File: src/hdl/rttpb_pkg.sv
`default_nettype none
package rttpb_pkg;

    // Estimator value width and saturation point
    localparam int EST_W   = 15;
    localparam int CFG_W   = 16;
    localparam int SHIFT_W = 4;
    localparam logic [EST_W-1:0] EST_SAT = {EST_W{1'b1}};

    // Cap on the persist multiplier exponent
    localparam int BACKOFF_CAP_EXP = 6;
    localparam logic [SHIFT_W-1:0] BACKOFF_CAP = SHIFT_W'(BACKOFF_CAP_EXP);

    // Width of the raw persist product and of the clamp compare
    localparam int PERSIST_RAW_W = EST_W + BACKOFF_CAP_EXP;
    localparam int CLAMP_W = (PERSIST_RAW_W > CFG_W) ? PERSIST_RAW_W : CFG_W;

    // Signed width for the smoothing arithmetic
    localparam int SUM_W = EST_W + 3;

    localparam int CFG_ADDR_W = 3;
    localparam int S_TDATA_W  = 16;
    localparam int M_TDATA_W  = 72;
    localparam int M_FIELDS_W = 2 * EST_W + 2 * CFG_W + SHIFT_W;

    typedef enum logic [CFG_ADDR_W-1:0] {
        REG_RTO_MIN     = 3'd0,
        REG_RTO_MAX     = 3'd1,
        REG_PERSIST_MIN = 3'd2,
        REG_PERSIST_MAX = 3'd3,
        REG_MAX_BACKOFF = 3'd4
    } cfg_reg_t;

    localparam logic FUNC_MEASURE = 1'b0;
    localparam logic FUNC_PERSIST = 1'b1;

    typedef struct packed {
        logic [CFG_W-1:0]   rto_min;
        logic [CFG_W-1:0]   rto_max;
        logic [CFG_W-1:0]   persist_min;
        logic [CFG_W-1:0]   persist_max;
        logic [SHIFT_W-1:0] max_backoff_shift;
    } cfg_t;

    typedef struct packed {
        logic [EST_W-1:0]   srtt;
        logic [EST_W-1:0]   dev;
        logic [SHIFT_W-1:0] shift;
    } est_state_t;

    // Base timeout: ((srtt >> 2) + rttvar) >> 1
    function automatic logic [EST_W-1:0] base_timeout(input logic [EST_W-1:0] srtt,
                                                      input logic [EST_W-1:0] dev);
        logic [EST_W:0] sum;
        sum = (EST_W+1)'(srtt[EST_W-1:2]) + (EST_W+1)'(dev);
        return sum[EST_W:1];
    endfunction

    // Low bound wins when bounds cross
    function automatic logic [CFG_W-1:0] range_clamp(input logic [CLAMP_W-1:0] v,
                                                     input logic [CFG_W-1:0] lo,
                                                     input logic [CFG_W-1:0] hi);
        logic [CFG_W-1:0] r;
        if (v < CLAMP_W'(lo)) begin
            r = lo;
        end else if (v > CLAMP_W'(hi)) begin
            r = hi;
        end else begin
            r = v[CFG_W-1:0];
        end
        return r;
    endfunction

    // Keep estimator values within 1 .. EST_SAT
    function automatic logic [EST_W-1:0] fit_est(input logic signed [SUM_W-1:0] v);
        logic [EST_W-1:0] r;
        if (v <= 0) begin
            r = EST_W'(1);
        end else if (v > $signed(SUM_W'(EST_SAT))) begin
            r = EST_SAT;
        end else begin
            r = v[EST_W-1:0];
        end
        return r;
    endfunction

endpackage
`default_nettype wire

File: src/hdl/rttpb_update.sv
`default_nettype none
module rttpb_update import rttpb_pkg::*; (
    input  logic                     func,
    input  logic [EST_W-1:0]         rtt_ticks,
    input  logic [SHIFT_W-1:0]       max_backoff_shift,
    input  est_state_t               cur,
    output est_state_t               nxt,
    output logic [CLAMP_W-1:0]       persist_raw
);

    logic signed [SUM_W-1:0] delta;
    logic signed [SUM_W-1:0] mag;
    logic signed [SUM_W-1:0] srtt_sum;
    logic signed [SUM_W-1:0] dev_sum;
    logic [EST_W-1:0]        seed_srtt;
    logic [EST_W-1:0]        seed_dev;
    logic [EST_W-1:0]        t_old;
    logic [SHIFT_W-1:0]      mult_exp;

    // Smoothing of a later sample
    assign delta    = $signed(SUM_W'(rtt_ticks)) - $signed(SUM_W'(1))
                    - $signed(SUM_W'(cur.srtt[EST_W-1:3]));
    assign srtt_sum = $signed(SUM_W'(cur.srtt)) + delta;
    assign mag      = delta[SUM_W-1] ? -delta : delta;
    assign dev_sum  = $signed(SUM_W'(cur.dev)) + mag
                    - $signed(SUM_W'(cur.dev[EST_W-1:2]));

    // First sample seeds, saturating
    assign seed_srtt = (rtt_ticks[EST_W-1:EST_W-3] != 3'd0) ? EST_SAT
                                                              : {rtt_ticks[EST_W-4:0], 3'b000};
    assign seed_dev  = rtt_ticks[EST_W-1] ? EST_SAT : {rtt_ticks[EST_W-2:0], 1'b0};

    // Persist product from the state before the beat
    assign t_old       = base_timeout(cur.srtt, cur.dev);
    assign mult_exp    = (cur.shift < BACKOFF_CAP) ? cur.shift : BACKOFF_CAP;
    assign persist_raw = CLAMP_W'(t_old) << mult_exp;

    always_comb begin
        nxt = cur;
        if (func == FUNC_MEASURE) begin
            if (cur.srtt != '0) begin
                nxt.srtt = fit_est(srtt_sum);
                nxt.dev  = fit_est(dev_sum);
            end else begin
                nxt.srtt = seed_srtt;
                nxt.dev  = seed_dev;
            end
            nxt.shift = '0;
        end else if (cur.shift < max_backoff_shift) begin
            nxt.shift = cur.shift + SHIFT_W'(1);
        end
    end

endmodule
`default_nettype wire

File: src/hdl/rttpb_timeout.sv
`default_nettype none
module rttpb_timeout import rttpb_pkg::*; (
    input  logic               func,
    input  est_state_t         st,
    input  logic [CLAMP_W-1:0] persist_raw,
    input  cfg_t               cfg,
    output logic [CFG_W-1:0]   rto_ticks,
    output logic [CFG_W-1:0]   persist_ticks
);

    logic [EST_W-1:0] t_new;

    assign t_new     = base_timeout(st.srtt, st.dev);
    assign rto_ticks = range_clamp(CLAMP_W'(t_new), cfg.rto_min, cfg.rto_max);

    // Measurement beats report no persist timeout
    assign persist_ticks = (func == FUNC_PERSIST)
                         ? range_clamp(persist_raw, cfg.persist_min, cfg.persist_max)
                         : '0;

endmodule
`default_nettype wire

File: src/hdl/rtt_estimator_persist_backoff.sv
// Pipeline: a beat accepted on s_tready passes the input register, the state update stage and
//   the result register before it shows on m_tvalid, absent backpressure.
// Throughput: one beat per cycle unless m_tready stalls it; est_reg alone closes the loop.
// Reset (aresetn low, synchronous): pipeline emptied, estimator state and backoff cleared,
//   configuration registers back to their defaults.
`default_nettype none
module rtt_estimator_persist_backoff import rttpb_pkg::*; (
    input  logic                  aclk,
    input  logic                  aresetn,

    // Configuration write port
    input  logic                  cfg_we,
    input  logic [CFG_ADDR_W-1:0] cfg_addr,
    input  logic [CFG_W-1:0]      cfg_wdata,

    // Input stream
    input  logic                  s_tvalid,
    output logic                  s_tready,
    input  logic [S_TDATA_W-1:0]  s_tdata,   // [14:0] rtt_ticks, [15] zero
    input  logic                  s_tuser,   // [0] func

    // Result stream
    output logic                  m_tvalid,
    input  logic                  m_tready,
    output logic [M_TDATA_W-1:0]  m_tdata    // [14:0] srtt_scaled, [29:15] rttvar_scaled,
                                             // [45:30] rto_ticks, [61:46] persist_ticks,
                                             // [65:62] backoff_level, [71:66] zero
);

    // ------------------------------------------------------------------
    // Configuration registers
    // ------------------------------------------------------------------
    cfg_t cfg_reg;

    always_ff @(posedge aclk) begin
        if (!aresetn) begin
            cfg_reg.rto_min           <= CFG_W'(2);
            cfg_reg.rto_max           <= CFG_W'(128);
            cfg_reg.persist_min       <= CFG_W'(10);
            cfg_reg.persist_max       <= CFG_W'(120);
            cfg_reg.max_backoff_shift <= SHIFT_W'(12);
        end else if (cfg_we) begin
            unique case (cfg_addr)
                REG_RTO_MIN:     cfg_reg.rto_min           <= cfg_wdata;
                REG_RTO_MAX:     cfg_reg.rto_max           <= cfg_wdata;
                REG_PERSIST_MIN: cfg_reg.persist_min       <= cfg_wdata;
                REG_PERSIST_MAX: cfg_reg.persist_max       <= cfg_wdata;
                REG_MAX_BACKOFF: cfg_reg.max_backoff_shift <= cfg_wdata[SHIFT_W-1:0];
                default: ;  // unmapped index: drop the write
            endcase
        end
    end

    // ------------------------------------------------------------------
    // Pipeline flow control. Each stage advances when the one after it
    // is empty or draining, so a result waiting on m_tready stalls the
    // input only once all three stages hold a beat.
    // ------------------------------------------------------------------
    logic in_valid_reg,  in_valid_next;
    logic mid_valid_reg, mid_valid_next;
    logic out_valid_reg, out_valid_next;
    logic out_ready, mid_ready, in_ready;
    logic in_take, mid_take, out_take;

    assign out_ready = !out_valid_reg || m_tready;
    assign mid_ready = !mid_valid_reg || out_ready;
    assign in_ready  = !in_valid_reg  || mid_ready;

    assign in_take  = s_tvalid      && in_ready;
    assign mid_take = in_valid_reg  && mid_ready;
    assign out_take = mid_valid_reg && out_ready;

    always_comb begin
        in_valid_next  = in_ready  ? s_tvalid      : in_valid_reg;
        mid_valid_next = mid_ready ? in_valid_reg  : mid_valid_reg;
        out_valid_next = out_ready ? mid_valid_reg : out_valid_reg;
    end

    always_ff @(posedge aclk) begin
        if (!aresetn) begin
            in_valid_reg  <= 1'b0;
            mid_valid_reg <= 1'b0;
            out_valid_reg <= 1'b0;
        end else begin
            in_valid_reg  <= in_valid_next;
            mid_valid_reg <= mid_valid_next;
            out_valid_reg <= out_valid_next;
        end
    end

    // ------------------------------------------------------------------
    // Input register: hold the beat's payload
    // ------------------------------------------------------------------
    logic             func_reg;
    logic [EST_W-1:0] rtt_reg;

    always_ff @(posedge aclk) begin
        if (in_take) begin
            func_reg <= s_tuser;
            rtt_reg  <= s_tdata[EST_W-1:0];
        end
    end

    // ------------------------------------------------------------------
    // State update stage: smooth or seed the estimate, advance or clear
    // the backoff shift, form the raw persist product.
    // ------------------------------------------------------------------
    est_state_t         est_reg;
    est_state_t         est_next;
    logic [CLAMP_W-1:0] persist_raw;

    rttpb_update u_update (
        .func              (func_reg),
        .rtt_ticks         (rtt_reg),
        .max_backoff_shift (cfg_reg.max_backoff_shift),
        .cur               (est_reg),
        .nxt               (est_next),
        .persist_raw       (persist_raw)
    );

    // Commit the state as the beat leaves the input register
    always_ff @(posedge aclk) begin
        if (!aresetn) begin
            est_reg <= '0;
        end else if (mid_take) begin
            est_reg <= est_next;
        end
    end

    est_state_t         mid_est_reg;
    logic               mid_func_reg;
    logic [CLAMP_W-1:0] mid_persist_reg;

    always_ff @(posedge aclk) begin
        if (mid_take) begin
            mid_est_reg     <= est_next;
            mid_func_reg    <= func_reg;
            mid_persist_reg <= persist_raw;
        end
    end

    // ------------------------------------------------------------------
    // Timeout stage: clamp retransmit and persist timeouts
    // ------------------------------------------------------------------
    logic [CFG_W-1:0] rto_ticks;
    logic [CFG_W-1:0] persist_ticks;

    rttpb_timeout u_timeout (
        .func          (mid_func_reg),
        .st            (mid_est_reg),
        .persist_raw   (mid_persist_reg),
        .cfg           (cfg_reg),
        .rto_ticks     (rto_ticks),
        .persist_ticks (persist_ticks)
    );

    // ------------------------------------------------------------------
    // Result register
    // ------------------------------------------------------------------
    logic [M_FIELDS_W-1:0] out_data_reg;

    always_ff @(posedge aclk) begin
        if (out_take) begin
            out_data_reg <= {mid_est_reg.shift, persist_ticks, rto_ticks,
                             mid_est_reg.dev, mid_est_reg.srtt};
        end
    end

    assign s_tready = in_ready;
    assign m_tvalid = out_valid_reg;
    assign m_tdata  = M_TDATA_W'(out_data_reg);

endmodule
`default_nettype wire

File: config.mk
export PLATFORM = sky130hd
export DESIGN_NAME = rtt_estimator_persist_backoff
export DESIGN_NICKNAME = d
export VERILOG_FILES = /design/src/hdl/rttpb_pkg.sv /design/src/hdl/rttpb_update.sv /design/src/hdl/rttpb_timeout.sv /design/src/hdl/rtt_estimator_persist_backoff.sv
export SDC_FILE = /design/constraint.sdc
export NUM_CORES = 1
export LEC_CHECK = 0
export ABC_AREA = 1
export BUFFER_PORTS_ARGS = -buffer_cell sky130_fd_sc_hd__buf_2
export CORE_MARGIN = 1
export CORE_UTILIZATION = 55
export DETAILED_ROUTE_END_ITERATION = 6
export GPL_TIMING_DRIVEN = 0
export PLACE_DENSITY_LB_ADDON = 0.08
export SKIP_CTS_REPAIR_TIMING = 1
export SYNTH_ARGS = -nofsm -noshare
export SYNTH_HDL_FRONTEND = slang
export SYNTH_SLANG_ARGS = --single-unit
File: constraint.sdc
create_clock -name aclk -period 7.52 [get_ports aclk]
set_input_delay 0.752 -clock aclk [delete_from_list [all_inputs] [get_ports aclk]]
set_output_delay 0.752 -clock aclk [all_outputs]
set_load 0.1 [all_outputs]
# After elaboration in Yosys (flattened, before gate mapping)
# Cells that the tools add are included.
# totals
regBits	243
latch_bits	0
ramBits	0
mem_bits_ro	0
input_bits	41
out_inout_bits	74
elab_cells	77
n_memories	0
# op_classes
add_sub_neg	9
n_mul	0
n_div	0
magnitude_cmp	10
eq_ne	4
n_shift	1
muxes	16
bitwise_logic	0
reduce_logical	17
# ops
cell	n
2-to-1 mux 15 bit	6
2-to-1 mux 16 bit	4
2-to-1 mux 30 bit	2
adder 16 x 18 -> 18 bit	2
> comparator 18 x 16 -> 1 bit (second input constant)	2
<= comparator 18 x 1 -> 1 bit (second input constant)	2
adder 13 x 15 -> 16 bit	2
> comparator 21 x 16 -> 1 bit	1
less-than comparator 21 x 16 -> 1 bit	1
<< shifter 15 x 4 -> 21 bit	1
2-to-1 mux 18 bit	1
negator 18 bit	1
subtractor 18 x 13 -> 18 bit	1
subtractor 18 x 14 -> 18 bit	1
> comparator 15 x 16 -> 1 bit	1
less-than comparator 15 x 16 -> 1 bit	1
subtractor 15 x 1 -> 16 bit (second input constant)	1
nonzero test 15 bit	1
2-to-1 mux 4 bit	3
AND reduction 2 bit	5
equality test 3 x 2 -> 1 bit (second input constant)	2
adder 4 x 1 -> 4 bit (second input constant)	1
less-than comparator 4 x 3 -> 1 bit (second input constant)	1
less-than comparator 4 bit	1
other kinds (7)	13

# Logic depth before layout (Yosys ltp)
# depth
depth_word	11
mapped_depth	41
depth_no_buf	40

# Hierarchy
# A second synthesis with hierarchy kept.
# unflattened
hier_cells	2563
area_unflattened_um2	18501.5
# by_module_without_submodules
module	instances	cells_each	area_per_inst_um2	seq_area_each_um2
rtt_estimator_persist_backoff	1	733	8493.1	6246.0
rttpb_update	1	1178	6313.6	0.0
rttpb_timeout	1	652	3694.8	0.0

# Least setup slack after synthesis
# Ideal clock, no wire load.
# synth_timing
path_kind	register -> register
start	reg rtt_reg[2]
end	reg mid_est_reg[18] in the netlist's numbering, data pin
setup_ps	252
arrival_ps	5098
slack_ps	2170
path_stages_with_launch	40
period_less_slack_ps	5350
cell_sequence	edfxtp_1 inv_2 nand3_2 nor2_2 nand2_1 nor2_1 nand2_1 xor2_1 ha_1 nand2_1 inv_1 a21oi_1 nand3_1 nand2_1 nand3_2 nand2_4 clkbuf_1 nand2_1 [... 4 more ...] ha_1 a21oi_1 nand2_1 nand3_1 nand3_1 nor2_1 nor2_1 nand2_1 nand2_1 nand2_1 nand3_1 nor2_1 nor2_4 buf_8 nand3_2 nand2_1 nand2_1 inv_1
# synth_rtl
element	line	source
start, declared	rtt_estimator_persist_backoff.sv:95	logic [EST_W-1:0] rtt_reg;
start signal, assigned	rtt_estimator_persist_backoff.sv:100	rtt_reg <= s_tdata[EST_W-1:0];
end signal, assigned	rtt_estimator_persist_backoff.sv:136	mid_est_reg <= est_next;
end, declared	rtt_estimator_persist_backoff.sv:130	est_state_t mid_est_reg;

==> flow_metrics.env <==
export IMPL_met2RoutedLength_um=23000
export IMPL_numPlacedInstances=2675
export IMPL_synth_enable_flop_cells=138
export IMPL_synthToLayoutAreaGrowth_pct=12.2
export IMPL_tritoncts="done"
export IMPL_timing_final_crit_period_ps=6530
export IMPL_fp_dieH_um=176
export IMPL_achievable_frequency_mhz=153
export IMPL_met1_length_um=19700
export IMPL_drt_pre_antenna_iters=6
export IMPL_clockRootBuffer="sky130_fd_sc_hd__clkbuf_16"
export IMPL_setup_tns_ps=0
export IMPL_yosys_cell_types_count=53
export IMPL_finalNetCount=2509
export IMPL_worst_slew_pin_transition_ps=870
export IMPL_routed_top_layer="met4"
export IMPL_number_of_max_cap_violations=0
export IMPL_final_hold_viol_count=0
export IMPL_synth_cells=2170
export IMPL_power_leakage_nw=8.82
export IMPL_cts_htree_levels=1
export IMPL_grt_max_degree=66
export IMPL_drv_slew=0
export IMPL_max_clock_path_buffers=3
export IMPL_route_detailed_wl_per_inst_um=17.5
export IMPL_largest_register_ffs=68
export IMPL_cts_buffers_inserted=27
export IMPL_row_count=63
export IMPL_worstSetupStartpointType="register"
export IMPL_worst_slew_margin_rel_pct=41.9
export IMPL_overflow=0
export IMPL_hold_ws_ps=394
export IMPL_setup_slack_of_the_most_critical_reg_to_reg_path_ps=990
export IMPL_post_drt_via_cell_ratio=5.44
export IMPL_dp_final_hpwl_um=38500
export IMPL_postSynth_asyncResetShare_pct=0
export IMPL_rsz0062_at_grt="false"
export IMPL_worst_clock_skew_ps=35.7
export IMPL_place_port_buffers=107
export IMPL_drt_iter0_markers=1034
export IMPL_initial_antenna_violation_count=0
export IMPL_arrival_time_reported_for_the_critical_path_endpoint_ps=6810
export IMPL_route_detailed_drc=0
export IMPL_num_antenna_cells=0
export IMPL_syn_area_um2=16700
export IMPL_worst_hold_path_type="in -> reg"
export IMPL_tritoncts_num_sinks=243
export IMPL_result_of_the_run="finished, final reports clean"
export IMPL_antenna_violating_nets_post_route=0
export IMPL_clkSlewWorstSetupHoldPaths_ps=60
export IMPL_peakVddDrop_mv=0.207
export IMPL_cp_required_ps=7790
export IMPL_critPathSlowestCell="sky130_fd_sc_hd__fa_1"
export IMPL_fp_coreArea_um2=29800
export IMPL_boundaryPins=115
export IMPL_critical_path_max_fanout=10
export IMPL_cp_slowest_stage_delay_ps=480
export IMPL_synth_main_ff_cell="sky130_fd_sc_hd__edfxtp_1"
export IMPL_post_place_ws_ps=1090
export IMPL_critical_path_top_cell_by_count="sky130_fd_sc_hd__nand2_1"
export IMPL_power_per_cell_area_nw_per_um2=275
export IMPL_die_w_um=176
export IMPL_crit_type="reg -> reg"
export IMPL_ys_seq_area_share_pct=37.4
export IMPL_finalWeightedCongestion=0.995
export IMPL_setup_violations_final=0
export IMPL_die_area_um2=31100
export IMPL_grt_first_pass_wirelength_um=73300
export IMPL_finish_cell_count_without_fillers=2725
export IMPL_timing_final_crit_share_pct=86.9
export IMPL_worst_slack_ps=985
export IMPL_start_util_pct=56.1
export IMPL_postSynthRegisterBits=243
export IMPL_drt_total_wl_um=47700
export IMPL_crit_path_end_kind="register"
export IMPL_layout_drive_gt1_share_pct=9.98
export IMPL_worstSkewPairLatency_ps=560
export IMPL_track_usage_pct=30.7
export IMPL_synth_area_per_cell_um2=7.70
export IMPL_num_vias=14835
export IMPL_first_global_vias=13872
export IMPL_synth_yosys_warnings=0
export IMPL_met3_length_um=2370
[per-layer routing]
| metal | vias up | global-route usage (%) |
|---|---|---|
| met2 | 439 | 53.7 |
| met1 | 6853 | 37.6 |
| met5 | - | 0 |
| met4 | 0 | 15.6 |
| met3 | 112 | 2.76 |
| li1 | 7431 | - |
[cell usage in the layout, fill, tap and decap left out, types with 13 or more instances in the layout]
cell type,n
sky130_fd_sc_hd__nand2_1,414
sky130_fd_sc_hd__inv_1,368
sky130_fd_sc_hd__o21ai_0,183
sky130_fd_sc_hd__a21oi_1,181
sky130_fd_sc_hd__nor2_1,158
sky130_fd_sc_hd__edfxtp_1,138
sky130_fd_sc_hd__ha_1,137
sky130_fd_sc_hd__buf_2,111
sky130_fd_sc_hd__dfxtp_1,105
sky130_fd_sc_hd__nand3_1,103
sky130_fd_sc_hd__clkbuf_1,57
sky130_fd_sc_hd__xor2_1,55
sky130_fd_sc_hd__nor3_1,28
sky130_fd_sc_hd__o211ai_1,27
sky130_fd_sc_hd__clkbuf_16,27
sky130_fd_sc_hd__nand4_1,21
sky130_fd_sc_hd__fa_1,17
sky130_fd_sc_hd__xnor2_1,15
sky130_fd_sc_hd__nand3_2,13
sky130_fd_sc_hd__or2_2,13
sky130_fd_sc_hd__mux2i_1,13
[final timing paths]
| check | start | end | depth (start not counted) |
|---|---|---|---|
| max | rtt_reg[0] | mid_est_reg[18] | 34 |
| min | s_tdata[14] | rtt_reg[14] | 1 |
| max reg2reg | rtt_reg[0] | mid_est_reg[18] | 34 |
| min reg2reg | mid_est_reg[3] | out_data_reg[65] | 0 |
[power by group]
part           internal [mW]  switching [mW]
Clock                  0.840           0.554
Sequential              1.52          0.0754
Combinational          0.696            1.47
Total                   3.06            2.10
[Yosys cell counts, drive strengths merged, types with 9 or more instances]
library cell  instances  area [um^2]
or2                  15         93.9
ha                  137         1710
nor2                167          669
nand2               422         1610
clkbuf               52          195
nor3                 28          140
xor2                 55          482
inv                 378         1420
nand3               117          663
o21ai               189          946
mux2i                13          130
o21bai                9         67.6
a21oi               192          998
o211ai               27          203
fa                   17          340
buf                  12         87.6
dfxtp               105         2100
edfxtp              138         4140
xnor2                16          148
nand4                22          144
[metrics by stage]
step	utilization (%)	power (mW)	instance area, um^2
after detailed placement	59.8	3.76	17800
after CTS	63.0	5.15	18800
after floorplan	-	3.20	16700
after global routing	63.0	5.48	18800
final	63.0	5.15	18800
after global placement	59.6	3.72	17800
[layout make-up]
cell class                 count  area [um^2]
clock inverter                17          239
fill                        2762        11000
clock buffer                  33          698
multi-input combinational   1486         8780
timing repair buffer         109          583
tap                          390          488
inverter                     383         1440
sequential                   243         6250
buffer                        64          287
[worst max-delay path, delay by kind of cell (launching register included)]
family          cells  cell delay [ps]
flops               1              440
compound gates      3              420
fa+ha+maj           4             1370
simple gates       18             2490
xor+xnor            4             1010
buf+inv             5              520
[kinds of logic after synthesis]
logic type,share of synthesized area (%)
and+or+nand+nor,20.7
AOI/OAI and AO/OA,14.8
buffers and inverters,10.3
DFF,37.4
adders and majority gates,12.3
xor gates and xnor gates,3.77
muxes,0.778
other,0.0449
(Power assumes the default switching activity.)
